**config.mk**
```make
export PLATFORM = sky130hd
export DESIGN_NAME = vectored_interrupt_selector
export DESIGN_NICKNAME = d
export VERILOG_FILES = /design/src/rtl/vis_pkg.sv /design/src/rtl/vis_select.sv /design/src/rtl/vis_core.sv /design/src/rtl/vectored_interrupt_selector.sv
export SDC_FILE = /design/constraint.sdc
export NUM_CORES = 1
export LEC_CHECK = 0
export BUFFER_PORTS_ARGS = -buffer_cell sky130_fd_sc_hd__buf_2
export CAP_MARGIN = 20
export CORE_UTILIZATION = 25
export CTS_CLUSTER_SIZE = 28
export DETAILED_ROUTE_END_ITERATION = 8
export GPL_ROUTABILITY_DRIVEN = 0
export HOLD_SLACK_MARGIN = 0.05
export PLACE_DENSITY = 0.39
export SETUP_SLACK_MARGIN = 0.5
export SYNTH_ARGS = -nofsm -noshare
export SYNTH_HDL_FRONTEND = slang
export SYNTH_SLANG_ARGS = --single-unit
```
**constraint.sdc**
```tcl
create_clock -name clock -period 2.8 [get_ports clock]
set_input_delay 0 -clock clock [delete_from_list [all_inputs] [get_ports clock]]
set_output_delay 0 -clock clock [all_outputs]
set_load 0.01 [all_outputs]
```
**src/rtl/vis_pkg.sv**
```systemverilog
`timescale 1ns / 1ps

package vis_pkg;

   // Default sizing
   localparam int LAST_VECTOR_DEF  = 57;
   localparam int ENABLE_WORDS_DEF = 3;

   // Command codes carried on req_tuser
   typedef enum logic [2:0] {
      CMD_SET_PENDING  = 3'd0,
      CMD_SCB_READ     = 3'd1,
      CMD_SCB_WRITE    = 3'd2,
      CMD_ENABLE_READ  = 3'd3,
      CMD_ENABLE_WRITE = 3'd4,
      CMD_EVALUATE     = 3'd5
   } cmd_type;

   // System control block map
   localparam logic [7:0]  OFF_ICSR       = 8'h04;
   localparam logic [7:0]  OFF_VTOR       = 8'h08;
   localparam logic [7:0]  OFF_SHPR3      = 8'h20;
   localparam logic [7:0]  OFF_SHCSR      = 8'h24;
   localparam logic [7:0]  OFF_MPU_TYPE   = 8'h90;
   localparam logic [31:0] MPU_TYPE_VALUE = 32'h0000_0800;

   // ICSR PendSV set bit
   localparam int PENDSV_SET_BIT = 28;

   // Fixed system vectors
   localparam logic [5:0] VEC_SVC     = 6'd11;
   localparam logic [5:0] VEC_PENDSV  = 6'd14;
   localparam logic [5:0] VEC_SYSTICK = 6'd15;

   // External vectors start here and run to the top of the 64-bit mask
   localparam int FIRST_EXTERNAL = 16;
   localparam int EXT_COUNT      = 64 - FIRST_EXTERNAL;

   // Stream layout
   localparam int REQ_TDATA_W = 56;
   localparam int RSP_TDATA_W = 40;
   localparam int REQ_VEC_LSB   = 0;
   localparam int REQ_OFF_LSB   = 6;
   localparam int REQ_DATA_LSB  = 14;
   localparam int REQ_MASK_BIT  = 46;
   localparam int REQ_HAND_BIT  = 47;
   localparam int REQ_SHAD_BIT  = 48;
   localparam int RSP_TAKE_BIT  = 32;
   localparam int RSP_VEC_LSB   = 33;
   localparam int RSP_RECHK_BIT = 39;

   typedef struct packed {
      cmd_type     command;
      logic [5:0]  vector_number;
      logic [7:0]  reg_offset;
      logic [31:0] write_data;
      logic        blocked;
   } req_type;

   // Packed so that it maps straight onto rsp_tdata, read_data lowest
   typedef struct packed {
      logic        recheck_needed;
      logic [5:0]  take_vector;
      logic        take_valid;
      logic [31:0] read_data;
   } rsp_type;

   typedef struct packed {
      logic       found;
      logic [5:0] vector;
      logic       pendsv;
   } sel_type;

endpackage

```
**src/rtl/vis_select.sv**
```systemverilog
`timescale 1ns / 1ps

module vis_select #(
   parameter int LAST_VECTOR  = vis_pkg::LAST_VECTOR_DEF,
   parameter int ENABLE_WORDS = vis_pkg::ENABLE_WORDS_DEF
) (
   input  logic [63:0]       pending,
   input  logic [31:0]       enable_words [ENABLE_WORDS],
   output vis_pkg::sel_type  sel
);

   logic [vis_pkg::EXT_COUNT-1:0] ext_cand;
   logic [5:0]                    ext_idx;

   // Mask each external vector by range and by its enable bit
   for (genvar j = 0; j < vis_pkg::EXT_COUNT; j++) begin : g_cand
      localparam int W = j / 32;
      localparam int B = j % 32;
      if ((j + vis_pkg::FIRST_EXTERNAL < LAST_VECTOR) && (W < ENABLE_WORDS)) begin : g_on
         assign ext_cand[j] = pending[j + vis_pkg::FIRST_EXTERNAL] & enable_words[W][B];
      end else begin : g_off
         assign ext_cand[j] = 1'b0;
      end
   end

   // Lowest set candidate wins
   always_comb begin
      ext_idx = '0;
      for (int i = vis_pkg::EXT_COUNT - 1; i >= 0; i--) begin
         if (ext_cand[i]) ext_idx = 6'(i);
      end
   end

   always_comb begin
      sel = '0;
      if (pending[vis_pkg::VEC_SVC]) begin
         sel.found  = 1'b1;
         sel.vector = vis_pkg::VEC_SVC;
      end else if (pending[vis_pkg::VEC_SYSTICK]) begin
         sel.found  = 1'b1;
         sel.vector = vis_pkg::VEC_SYSTICK;
      end else if (pending[vis_pkg::VEC_PENDSV]) begin
         sel.found  = 1'b1;
         sel.vector = vis_pkg::VEC_PENDSV;
         sel.pendsv = 1'b1;
      end else if (|ext_cand) begin
         sel.found  = 1'b1;
         sel.vector = 6'(vis_pkg::FIRST_EXTERNAL) + ext_idx;
      end
   end

endmodule

```
**src/rtl/vis_core.sv**
```systemverilog
`timescale 1ns / 1ps

module vis_core #(
   parameter int LAST_VECTOR  = vis_pkg::LAST_VECTOR_DEF,
   parameter int ENABLE_WORDS = vis_pkg::ENABLE_WORDS_DEF
) (
   input  logic             clock,
   input  logic             reset,
   input  logic             fire,
   input  vis_pkg::req_type req,
   output vis_pkg::rsp_type rsp
);

   logic [63:0] pending_ff, pending_in;
   logic [31:0] icsr_ff, icsr_in;
   logic [31:0] vtor_ff, vtor_in;
   logic [31:0] shpr3_ff, shpr3_in;
   logic [31:0] shcsr_ff, shcsr_in;
   logic [31:0] enable_ff [ENABLE_WORDS];
   logic [31:0] enable_in [ENABLE_WORDS];
   logic        recheck_ff, recheck_in;

   logic [63:0]      pend_eval;
   logic [5:0]       word_idx;
   vis_pkg::sel_type sel;

   always_comb begin
      pend_eval = pending_ff;
      pend_eval[vis_pkg::VEC_PENDSV] = pending_ff[vis_pkg::VEC_PENDSV] |
                                       icsr_ff[vis_pkg::PENDSV_SET_BIT];
   end

   vis_select #(
      .LAST_VECTOR  (LAST_VECTOR),
      .ENABLE_WORDS (ENABLE_WORDS)
   ) u_select (
      .pending      (pend_eval),
      .enable_words (enable_ff),
      .sel          (sel)
   );

   assign word_idx = req.reg_offset[7:2];

   always_comb begin
      pending_in = pending_ff;
      icsr_in    = icsr_ff;
      vtor_in    = vtor_ff;
      shpr3_in   = shpr3_ff;
      shcsr_in   = shcsr_ff;
      recheck_in = recheck_ff;
      for (int w = 0; w < ENABLE_WORDS; w++) enable_in[w] = enable_ff[w];
      rsp = '0;

      case (req.command)
         vis_pkg::CMD_SET_PENDING: begin
            pending_in[req.vector_number] = 1'b1;
            recheck_in = 1'b1;
         end
         vis_pkg::CMD_SCB_READ: begin
            unique case (req.reg_offset)
               vis_pkg::OFF_ICSR:     rsp.read_data = icsr_ff;
               vis_pkg::OFF_VTOR:     rsp.read_data = vtor_ff;
               vis_pkg::OFF_SHPR3:    rsp.read_data = shpr3_ff;
               vis_pkg::OFF_SHCSR:    rsp.read_data = shcsr_ff;
               vis_pkg::OFF_MPU_TYPE: rsp.read_data = vis_pkg::MPU_TYPE_VALUE;
               default:               rsp.read_data = '0;
            endcase
         end
         vis_pkg::CMD_SCB_WRITE: begin
            unique case (req.reg_offset)
               vis_pkg::OFF_ICSR: begin
                  icsr_in    = req.write_data;
                  recheck_in = 1'b1;
               end
               vis_pkg::OFF_VTOR:  vtor_in  = req.write_data;
               vis_pkg::OFF_SHPR3: shpr3_in = req.write_data;
               vis_pkg::OFF_SHCSR: shcsr_in = req.write_data;
               default: ;
            endcase
         end
         vis_pkg::CMD_ENABLE_READ: begin
            for (int w = 0; w < ENABLE_WORDS; w++) begin
               if (word_idx == 6'(w)) rsp.read_data = enable_ff[w];
            end
         end
         vis_pkg::CMD_ENABLE_WRITE: begin
            // set-only: OR the data in
            for (int w = 0; w < ENABLE_WORDS; w++) begin
               if (word_idx == 6'(w)) enable_in[w] = enable_ff[w] | req.write_data;
            end
         end
         vis_pkg::CMD_EVALUATE: begin
            pending_in = pend_eval;
            if ((pend_eval == '0) || req.blocked) begin
               recheck_in = (pend_eval != '0);
            end else begin
               recheck_in = 1'b0;
               if (sel.found) begin
                  pending_in[sel.vector] = 1'b0;
                  rsp.take_valid  = 1'b1;
                  rsp.take_vector = sel.vector;
               end
               if (sel.pendsv) icsr_in[vis_pkg::PENDSV_SET_BIT] = 1'b0;
            end
         end
         default: ;
      endcase

      rsp.recheck_needed = recheck_in;
   end

   always_ff @(posedge clock) begin
      if (reset) begin
         pending_ff <= '0;
         icsr_ff    <= '0;
         vtor_ff    <= '0;
         shpr3_ff   <= '0;
         shcsr_ff   <= '0;
         recheck_ff <= 1'b0;
         for (int w = 0; w < ENABLE_WORDS; w++) enable_ff[w] <= '0;
      end else if (fire) begin
         pending_ff <= pending_in;
         icsr_ff    <= icsr_in;
         vtor_ff    <= vtor_in;
         shpr3_ff   <= shpr3_in;
         shcsr_ff   <= shcsr_in;
         recheck_ff <= recheck_in;
         for (int w = 0; w < ENABLE_WORDS; w++) enable_ff[w] <= enable_in[w];
      end
   end

endmodule

```
**src/rtl/vectored_interrupt_selector.sv**
```systemverilog
`timescale 1ns / 1ps

// Vectored interrupt selector: takes one command per clock (set pending, system control
// and enable register reads and writes, evaluate) and returns exactly one result per
// command, in order. A command goes through an input register and a result register; its
// result is registered once the result register is free or being drained. A new command
// can be taken every cycle as long as results are drained. The priority encode of the
// pending mask is combinational and sits between the two registers. SVC wins over SysTick,
// SysTick over PendSV, and PendSV over the lowest enabled pending external vector.
module vectored_interrupt_selector #(
   parameter int LAST_VECTOR  = vis_pkg::LAST_VECTOR_DEF,
   parameter int ENABLE_WORDS = vis_pkg::ENABLE_WORDS_DEF
) (
   input  logic                            clock,
   input  logic                            reset,
   input  logic                            req_tvalid,
   output logic                            req_tready,
   // vector_number[5:0], reg_offset[13:6], write_data[45:14], mask_active[46],
   // handler_active[47], shadow_active[48], zero pad[55:49]
   input  logic [vis_pkg::REQ_TDATA_W-1:0] req_tdata,
   // command[2:0]
   input  logic [2:0]                      req_tuser,
   output logic                            rsp_tvalid,
   input  logic                            rsp_tready,
   // read_data[31:0], take_valid[32], take_vector[38:33], recheck_needed[39]
   output logic [vis_pkg::RSP_TDATA_W-1:0] rsp_tdata
);

   logic             in_valid_ff, in_valid_in;
   vis_pkg::req_type in_req_ff, in_req_in;
   logic             out_valid_ff, out_valid_in;
   vis_pkg::rsp_type out_rsp_ff, out_rsp_in;

   logic             accept;
   logic             advance;
   vis_pkg::rsp_type core_rsp;

   assign advance    = in_valid_ff && (!out_valid_ff || rsp_tready);
   assign req_tready = !in_valid_ff || advance;
   assign accept     = req_tvalid && req_tready;

   always_comb begin
      in_req_in               = in_req_ff;
      in_valid_in             = in_valid_ff;
      out_rsp_in              = out_rsp_ff;
      out_valid_in            = out_valid_ff;
      if (advance) in_valid_in = 1'b0;
      if (accept) begin
         in_valid_in             = 1'b1;
         in_req_in.command       = vis_pkg::cmd_type'(req_tuser);
         in_req_in.vector_number = req_tdata[vis_pkg::REQ_VEC_LSB +: 6];
         in_req_in.reg_offset    = req_tdata[vis_pkg::REQ_OFF_LSB +: 8];
         in_req_in.write_data    = req_tdata[vis_pkg::REQ_DATA_LSB +: 32];
         in_req_in.blocked       = req_tdata[vis_pkg::REQ_MASK_BIT] |
                                   req_tdata[vis_pkg::REQ_HAND_BIT] |
                                   req_tdata[vis_pkg::REQ_SHAD_BIT];
      end
      if (rsp_tready) out_valid_in = 1'b0;
      if (advance) begin
         out_valid_in = 1'b1;
         out_rsp_in   = core_rsp;
      end
   end

   vis_core #(
      .LAST_VECTOR  (LAST_VECTOR),
      .ENABLE_WORDS (ENABLE_WORDS)
   ) u_core (
      .clock (clock),
      .reset (reset),
      .fire  (advance),
      .req   (in_req_ff),
      .rsp   (core_rsp)
   );

   always_ff @(posedge clock) begin
      if (reset) begin
         in_valid_ff  <= 1'b0;
         out_valid_ff <= 1'b0;
      end else begin
         in_valid_ff  <= in_valid_in;
         out_valid_ff <= out_valid_in;
      end
   end

   // payload: no reset
   always_ff @(posedge clock) begin
      in_req_ff  <= in_req_in;
      out_rsp_ff <= out_rsp_in;
   end

   assign rsp_tvalid = out_valid_ff;
   assign rsp_tdata  = out_rsp_ff;

endmodule

```
Word level (Yosys, flattened, before mapping)
Cells that the tools add are included.
W data, S select, Z words.
- bits in registers: 381
- logic and storage cells: 197
- eq/ne operators: 16
- add/subtract/negate cells: 1
- bitwise operators: 52
- multiplexer cells: 72
- magnitude comparators: 4
- reduce and logical (&&, ||, !) cells: 30
- operators with widths (operator ; count):
    $mux W6 ; 41
    $pmux W32 S5 ; 1
    $mux W64 ; 2
    $pmux W64 S2 ; 1
    $mux W32 ; 3
    $or A32 B32 Y32 ; 3
    $and A64 B64 Y64 ; 1
    $logic_not A64 Y1 ; 1
    $not A64 Y64 ; 1
    $or A64 B64 Y64 ; 1
    $pmux W32 S2 ; 1
    $reduce_bool A64 Y1 ; 1
    $and A1 B1 Y1 ; 41
    $reduce_or A41 Y1 ; 1
    $mux W29 ; 1
    $mux W7 ; 4
    $reduce_and A3 Y1 ; 7
    $eq A8 B6 Y1 const B ; 2
    $lt A6 B7 Y1 const B ; 2
    $mux W1 ; 14
    $demux W1 S6 ; 2
    $ge A6 B1 Y1 const B ; 2
    $eq A8 B3 Y1 const B ; 1
    $eq A8 B4 Y1 const B ; 1
    other kinds (24) ; 40

Logic depth before layout (Yosys ltp)
Gate-level depths: netlist of the first run.
- word-level depth: 56
- mapped depth: 9
- gate-level depth less buffers: 9

Modules after synthesis
From an unflattened synthesis of the first run, not the netlist that was laid out.
- cell total of the unflattened synthesis: 1700
- area total of the unflattened synthesis: 15368.5 um^2
- by module, submodules not included (module ; instances ; cells each ; area an instance (um^2)):
    vis_core ; 1 ; 1476 ; 11742.5
    vectored_interrupt_selector ; 1 ; 101 ; 2811.4
    vis_select ; 1 ; 123 ; 814.5

Least setup slack after synthesis of the first run
OpenSTA, ideal clock, no wires.
- path kind: register to register
- from: register out_valid_ff (netlist: rsp_tvalid)
- to: register u_core.pending_ff[49]
- data arrival time: 2.833 ns
- slack: -0.153 ns
- data required time: 2.680 ns
- cell stages (with the launch flop): 10
- library setup time: 0.120 ns
- buffers on the path: 0
- cells stage by stage: dfxtp_1 > nor2b_1 > nand2b_1 > inv_1 > nand2_1 > a31oi_1 > a21oi_4 > nor3b_2 > nand2_1 > o31a_1
- word-level cells in the longest chain between the ends: 4
- ends and longest elaborated chain (what ; RTL line ; text):
    from (decl) ; vectored_interrupt_selector.sv:31 ; logic out_valid_ff, out_valid_in;
    from (signal assigned) ; vectored_interrupt_selector.sv:82 ; out_valid_ff <= out_valid_in;
    $logic_not A1 Y1 ; vectored_interrupt_selector.sv:38 ; assign advance = in_valid_ff && (!out_valid_ff || rsp_tready);
    $logic_or A1 B1 Y1 ; vectored_interrupt_selector.sv:38 ;
    $logic_and A1 B1 Y1 ; vectored_interrupt_selector.sv:38 ;
    named net advance ; vectored_interrupt_selector.sv:35 ; logic advance;
    $reduce_and A4 Y1 (no line) ; -- ;
    to (signal assigned) ; vis_core.sv:122 ; pending_ff <= pending_in;
    to (decl) ; vis_core.sv:14 ; logic [63:0] pending_ff, pending_in;
The timed path passes the listed nets, and every way through them passes these cells.
A chain may end at the register's enable or synchronous reset.

Final worst setup path of the first run
- from: register u_core.pending_ff[26]
- to: register u_core.pending_ff[47]
- word-level cells in the longest chain between the ends: 26
- elaborated cells between the ends (all ways): 33
- ends and longest elaborated chain (what ; RTL line ; text):
    $and A1 B1 Y1 ; vis_select.sv:20 ; assign ext_cand[j] = pending[j + vis_pkg::FIRST_EXTERNAL] & enable_words[W][B];
    $mux W6 (11 in series) ; vis_select.sv:30 ; if (ext_cand[i]) ext_idx = 6'(i);
    $add A5 B6 Y6 ; vis_select.sv:48 ; sel.vector = 6'(vis_pkg::FIRST_EXTERNAL) + ext_idx;
    $mux W7 ; vis_select.sv:46 ; end else if (|ext_cand) begin
    $mux W7 ; vis_select.sv:42 ; end else if (pending[vis_pkg::VEC_PENDSV]) begin
    $mux W7 ; vis_select.sv:39 ; end else if (pending[vis_pkg::VEC_SYSTICK]) begin
    $mux W7 ; vis_select.sv:36 ; if (pending[vis_pkg::VEC_SVC]) begin
    $lt A6 B7 Y1 (implied by the code) or $ge A6 B1 Y1 (tied branches) ; vis_core.sv:99 ; pending_in[sel.vector] = 1'b0;
    $logic_and A1 B1 Y1 (implied by the code) ; vis_core.sv:99 ;
    $mux W1 (implied by the code) ; vis_core.sv:99 ;
    $demux W1 S6 ; -- ;
    $not A64 Y64 (no line) ; -- ;
    $and A64 B64 Y64 (no line) ; -- ;
    $mux W64 ; vis_core.sv:98 ; if (sel.found) begin
    $mux W64 ; vis_core.sv:94 ; if ((pend_eval == '0) || req.blocked) begin
    $pmux W64 S2 ; vis_core.sv:54 ; case (req.command)
Several ways; a longest one is shown, not always the timed one. The select of a mux whose other input is x is not followed.

==> results of run 1 <==
metal layers:
layer / global-route usage [%] / vias up / share of wire, % / wire length [um]
li1: - / 7131 / - / -
met1: 26.61 / 7446 / 45 / 29640
met2: 32.79 / 461 / 47 / 30950
met3: 2.827 / 95 / 4.9 / 3240
met4: 6.528 / 0 / 2.8 / 1857
met5: 0 / - / 0 / 0
what timing repair did:
item,CTS,global route
hold buffers,57,0
gates resized for setup,58,153
pin swaps,30,74
endpoints found under the hold margin,110,0
endpoints found under the setup margin,79,144
buffers inserted,22,34
cloned,2,3
report_power, final:
group / internal (mW) / leakage, nW / switching [mW]
Clock: 3.40 / 0.742 / 2.57
Combinational: 0.184 / 3.79 / 0.312
Sequential: 5.70 / 3.20 / 0.102
final timing paths:
check                                             end  slack [ps]
worst max-delay path            u_core.pending_ff[47]         100
worst min-delay path                    in_req_ff[14]          90
worst max register to register  u_core.pending_ff[47]         100
worst min register to register     u_core.shpr3_ff[7]         450
cells by family (layout without fill, tap and decap cells):
logic type      count (synthesis)  after routing  share of synthesized area (%)
xor+xnor                        1              1                        0.05567
compound gates                571            571                          22.86
simple gates                  732            732                          19.99
buf+inv                       121            467                          2.902
flops                         381            381                          54.19
cells in the final DEF (no fill, tap or decap), types with 7 or more instances in the layout:
cell and instances:
buf_2 96, nor2_2 8, dfxtp_1 280, nor3_2 7, nand4_1 14, a221oi_1 32, buf_12 13, a22o_1 43
nor4_1 32, buf_4 166, a22oi_2 10, edfxtp_1 90, o31a_1 9, nor2_1 191, nand2_1 373, o21ai_0 42
nand3_1 9, o21ai_1 20, a22oi_1 11, a21oi_1 278, o211ai_1 35, o21ai_2 7, clkinv_2 8, buf_6 36
clkbuf_8 9, nor3_1 18, clkbuf_1 12, clkbuf_16 50, o21ai_4 9, dfxtp_2 7, dlygate4sd3_1 57
area by class of cell:
type,instances,share of cell area (%)
Tap cell,837,4.808
Clock inverter,18,0.7296
Multi-Input combinational cell,1304,34.60
Clock buffer,68,6.227
Sequential cell,381,39.27
Timing Repair Buffer,374,14.22
Inverter,7,0.1494
registers in the layout, summed over array words and instances, names as in the netlist, 32 cells and up:
name	cells
in_req_ff	50
u_core.shcsr_ff	32
rsp_tdata	40
u_core.icsr_ff	32
u_core.vtor_ff	32
u_core.shpr3_ff	32
u_core.pending_ff	64
u_core.enable_ff	96
stage by stage:
stage	std cells	setup TNS (ps)	area (sq um)	power (mW)	worst slack [ps]
6_report	2989	0	21780	12.27	104.5
5_1_grt	2989	0	21780	12.73	80.38
4_1_cts	2952	0	20760	12.46	139.4
3_5_place_dp	2785	-171.9	18240	6.348	-44.74
3_3_place_gp	2785	-278.3	18240	6.349	-101.3
2_1_floorplan	1806	0	15840	6.086	382.1
==> out/results.txt, run 1 <==
After clock tree synthesis, the clock-pin slew on the worst setup and hold paths is 70 ps. The number of detailed-route iterations in the first pass is 5, and the total number of yosys warnings is 0. Data on the critical path arrives at its endpoint at 3210 ps.

After synthesis the cells add up to 15,740 sq um. The kind of cell adding the most delay to the critical path is compound AO/OA/AOI/OAI gates. After detailed routing, the number of vias per cell comes to 5.063. For the core area, the log shows 61,940 sq um. The area taken by multi-input logic gates is 7536 sq um. Transition time of the tightest slew-check pin: 818.8 ps. The worst setup path is captured at a flip-flop.

The proportion of layout cells with a drive suffix above 1 was 24.67%; the worst-case headroom to the max-slew limit was 45.41%. The worst setup path is launched from a flip-flop. Synthesis produced a netlist whose cell count is 1,806. Once the floorplan was initialized, standard cells occupied 25.41% of the core.

The floorplan die width is 252.9 um, and the post-synthesis sequential area ratio is 54.19%. After synthesis, the netlist uses 71 different library cells. The top cell type by area accounts for 37.02% of the synthesized area. Counting flops with an async set or reset pin after synthesis yields a share of 0%. Yosys instantiated no cell more often than nand2_1.

The combined flip-flop and latch cell area was 8552 sq um; the final count of negative-setup-slack endpoints was 0. The routed wire length per instance is 21.98 um, and the data required time of the critical path is 3320 ps. Sorting the synthesized cells by area gives the leading types as dfxtp_1 (37%), edfxtp_1 (17%), nand2_1 (9.1%). On the final layout, the worst hold slack is 91.92 ps. The I/O pin total was 105.

For this run the aggregate overflow at the end of global routing stands at 0. For the clock insertion delay at the later pin of the skew report, the log shows 610 ps. TritonCTS built the clock tree.

The clock passes through at most 3 buffers. The clock tree synthesis step divided the H-tree into 2 levels. The critical path contains buffers and inverters numbering 3 combined.

Of all cell types, the one taking the most synthesized area is dfxtp_1. The site row count came out at 91. Along the worst hold path, the cell count comes to 2. Counting every net in the synthesized netlist gives 1,869. The most critical setup path has its startpoint at u_core.pending_ff[26].

In this run, CTS created clock tree buffers numbering 47. The analysis attributes to cell leakage a power of 7.723 nW. The number of nets with antenna violations after detailed routing came out at 0.

The total number of cells along the worst setup path was 11. For this block, the routed nets add up to 65,690 um of wire. Entering global routing, the biggest net connects 100 pins. Cells fill 35.16% of the core in the end. The cell area power density came out at 563.4 nW/um^2.

Setup repair after global routing could not meet its margin everywhere. Max-cap violations in this run came to 0. By instance count, the cell type seen most on the critical path is buf_4. The area growth from synthesis to layout is 38.40%. For this run, the leading register cell type out of synthesis is dfxtp_1.

By count the netlist is led by nand2_1 (381), dfxtp_1 (291), a21oi_1 (285). For this run, the top clock speed supported by timing is 0.3710 GHz. The port buffer count is 97, and the total via count after detailed routing is 15,130. The maximum fanout along the worst path came out at 5.

The post-synthesis area per instance was 8.713 sq um. The signal on the critical path passes through buf_4 > a22oi_1 > nand4_1 > nor2_2 > a311oi_1 > o21a_2 > buf_12 > nor2_4 > buf_4 > o311ai_2 > a221oi_2. The peak ir drop on the vdd network came out at 409.1 uV. The register bit total from synthesis is 381, and the wire length of the first global-routing pass is 95,250 um. The run finished with clean final reports.

The worst register-to-register path begins at u_core.pending_ff[26]. Fill cells in the final layout number 6,394. Number of global-route vias before repair: 14,580.

The die height is 252.9 um, and the shortest clock period the worst path allows after layout is 2695 ps. After detailed routing, the number of remaining DRC violations is 0. By startpoint and endpoint, the worst setup path is classified as flip-flop to flip-flop. The number of failing hold endpoints at the final stage is 0. The number of cell instances on the worst register-to-register path came out at 11.

The period utilization was 96.27%. The floorplan step defined a die boundary enclosing 63,950 sq um. The clock tree root buffer cell was clkbuf_16.

The run gives 0 as the number of antenna violations at the first check in global routing. The antenna diode count was 0. On the final layout, the worst clock skew is 30.97 ps. The synthesized design contains 90 enable-type register cells.

In this run the worst hold path is classified as input pin to flip-flop. The number of nets in the layout was 2,178; the largest incremental delay on the critical path was 330 ps. The number of clock sinks seen by CTS was 381; the number of pins exceeding their max-slew limit in the final report was 0. Global routing consumed, over all layers together, 19.90% of the routing resources. The origin of the worst min-delay path is req_tdata[27]. Half-perimeter wire length after detailed placement: 42,920 um.

The largest individual stage delay along the critical path comes from the cell dfxtp_1. For this block, the initial DRC count from the detailed router was 1,221.
Note: power is estimated with default switching activity, not from simulation.
==> inputs of run 2 (changes only) <==
--- a/config.mk
+++ b/config.mk
@@ -13,7 +13,7 @@
 export GPL_ROUTABILITY_DRIVEN = 0
 export HOLD_SLACK_MARGIN = 0.05
 export PLACE_DENSITY = 0.39
-export SETUP_SLACK_MARGIN = 0.5
+export SETUP_SLACK_MARGIN = 0.2
 export SYNTH_ARGS = -nofsm -noshare
 export SYNTH_HDL_FRONTEND = slang
 export SYNTH_SLANG_ARGS = --single-unit
==> out/results.txt, run 2 (synthesized netlist as in run 1, its figures left out) <==
The run finished with clean final reports. TritonCTS built the clock tree. In this run the critical register-to-register path is captured at u_core.pending_ff[34]. The site row count is 91 (unchanged), and the final critical-path setup slack is 163.1 ps (+58.60 ps). The number of clock sinks seen by CTS is 381 (unchanged), and the cell area power density is 589.5 nW/um^2 (+4.6%). The number of instances in the placed design was 2,761 (-0.86%). On the critical path, the stage with the largest delay is an instance of or4b_4. Clock insertion delay at the later pin of the skew report: 580 ps (-30 ps). The peak ir drop on the vdd network was 352.9 uV (-14%). The largest register by flop count is u_core.enable_ff. The run gives 2,101 (-3.5%) as the number of nets in the layout.

The worst setup path is of the flip-flop to flip-flop kind. The I/O pin total is 105 (unchanged). The run gives 208 (+110%) as the maximum number of pins on one net before global-route repair. The arrival time of data at the critical path endpoint was 3050 ps (-160 ps).

The routed wire length per instance is 20.98 um (-4.5%). The worst flop-to-flop path startpoint is u_core.pending_ff[38]. The flip-flop count of the largest register, all copies and words added is 96 (unchanged). The total congestion overflow after global routing is 0 (unchanged). Shortest clock period the worst path allows after layout: 2637 ps (-58.60 ps).

Walking the worst path, the cells encountered are a22o_1 > or4b_4 > nor3_4 > nand3_2 > a41oi_4 > buf_4 > o21ai_4 > o31ai_1 > a21oi_1. The number of cell instances on the worst register-to-register path came out at 9 (-2). Violation count after the first detailed-routing iteration: 1,144 (-6.3%).

Via count normalized by instance count: 5.064 (about the same). The largest incremental delay on the critical path is 580 ps (+250 ps). The final worst clock skew is 23.14 ps (-7.837 ps), and the transition time of the tightest slew-check pin is 1115 ps (+296.1 ps). The number of maximum-capacitance constraint violations was 0 (unchanged). The origin of the worst min-delay path was req_tdata[31]. The maximum count of clock buffers along a single path is 3 (unchanged). The worst hold path terminates at in_req_ff[18]. The fmax is 0.3792 GHz (+2.2%), and the total via count after detailed routing is 14,740 (-2.6%). Half-perimeter wire length after detailed placement: 41,520 um (-3.3%). The wire length after detailed routing is 61,070 um (-7.0%), and the CTS buffer count is 45 (-4.3%).

The port buffer count works out to 97 (unchanged). The number of detailed-route iterations in the first pass is 5 (unchanged). The period utilization is 94.17% (-2.1 points). The final setup TNS is 0 ps (unchanged). The global routing usage summed across all routing layers is 18.91% (-0.99 points), and the die height is 252.9 um (unchanged). The top cell types in the final layout, fill and taps aside, are nand2_1 (378), a21oi_1 (284), dfxtp_1 (268), nor2_1 (197), buf_4 (130).

Category of the worst setup path capture point: a flip-flop. The level count of the clock H-tree came out at 2 (unchanged). Non-filler instance count after layout: 2,911 (-2.6%).

The post-detailed-route DRC marker count came out at 0 (unchanged). The cell sitting at the root of the clock tree is a clkbuf_16. For the initial core utilization, the log shows 25.41% (unchanged). The worst-case headroom to the max-slew limit was 25.67% (-20 points). The tools report the setup slack at placement as 8.340 ps (+53.08 ps). The clock-pin slew on the worst setup and hold paths was 60 ps (about the same). The area growth from synthesis to layout is 29.65%. The worst hold path stage count was 2 (unchanged); the final count of negative-setup-slack endpoints was 0 (unchanged).

The run gives 0 (unchanged) as the number of pins exceeding their max-slew limit in the final report. The floorplan die width is 252.9 um (unchanged). The area of the die is 63,950 sq um (unchanged). The kind of launch point of the worst setup path is a flip-flop. Setup repair after global routing could not meet its margin everywhere. The tools report the number of failing hold endpoints at the final stage as 0 (unchanged). The library cell used most frequently in the layout, excluding fill and tap cells, is nand2_1. For the final hold slack, the log shows 119.1 ps (+27.22 ps). The type of the worst min-delay path is input pin to flip-flop. The maximum fanout along the worst path came out at 4 (-1).

The leakage power total was 7.061 nW (-8.6%); the number of global-route vias before repair was 14,280 (-2.1%). The proportion of layout cells with a drive suffix above 1 came out at 19.01% (-5.7 points). In the final layout, the registers with the most flip-flops are u_core.enable_ff: 96 flops, u_core.pending_ff: 64 flops, in_req_ff: 50 flops. The number of nets with antenna violations after detailed routing is 0 (unchanged), and the wire length of the first global-routing pass is 91,990 um (-3.4%). The tools report the minimum setup slack among reg-to-reg paths as 160 ps (+60 ps). The number of antenna violations at the first check in global routing is 1 (+1), and the data required time of the critical path is 3210 ps (-110 ps). The core area came out at 61,940 sq um (unchanged).
## run 2: final cells by class
| class | instances | area [sq um] |
|---|---|---|
| Clock buffer | 64 | 1280 |
| Tap cell | 837 | 1047 |
| Clock inverter | 18 | 145.1 |
| Antenna cell | 1 | 2.502 |
| Inverter | 7 | 30.03 |
| Multi-Input combinational cell | 1305 | 7025 |
| Timing Repair Buffer | 298 | 2315 |
| Sequential cell | 381 | 8557 |
| Fill cell | 6455 | 41540 |
## run 2: worst max-delay path: cells and delay by family, from the launching register on
family | cells | cell delay [ps]
AOI/OAI and AO/OA | 5 | 1010
buffers and inverters | 1 | 190
DFF | 1 | 320
and+or+nand+nor | 3 | 970
## run 2: worst max-delay path by stage
| stage | from | to | slack [ps] | cells past startpoint |
|---|---|---|---|---|
| floorplan | rsp_tvalid | u_core.pending_ff[55] | 220 | 9 |
| global placement | u_core.pending_ff[32] | u_core.pending_ff[36] | 40 | 8 |
| detailed placement | u_core.pending_ff[32] | u_core.pending_ff[40] | 8 | 8 |
| CTS | u_core.enable_ff[86] | u_core.pending_ff[49] | 190 | 9 |
| global route | u_core.pending_ff[38] | u_core.pending_ff[34] | 90 | 9 |
| finish | u_core.pending_ff[38] | u_core.pending_ff[34] | 160 | 9 |
## run 2: power breakdown
| group | internal, mW | total [mW] | switching, mW |
|---|---|---|---|
| clock network | 3.36 | 5.76 | 2.40 |
| logic | 0.164 | 0.455 | 0.291 |
| registers | 5.71 | 5.81 | 0.104 |
## run 2: per-stage QoR
stage / area, sq um / power (mW) / utilization, %
after floorplan: 15740 / 6.081 / -
after global placement: 18030 / 6.328 / 29.10
after detailed placement: 18030 / 6.331 / 29.10
after CTS: 20140 / 12.21 / 32.52
after global routing: 20400 / 12.48 / 32.93
final: 20400 / 12.03 / 32.94
## run 2: routing by layer
layer	wire, um	track usage, %	vias to the layer above
met5	13	0	-
met4	1594	5.714	2
met3	3309	3.166	115
met2	28200	30.21	449
met1	27950	25.96	7211
li1	-	-	6963
## run 2: timing repair
item	4_1_cts	5_1_grt
endpoints found under the setup margin	38	47
hold endpoints to repair	67	0
resized for setup	26	47
pin swaps	7	18
hold buffers	55	0
setup buffers	3	8
gates cloned	0	1
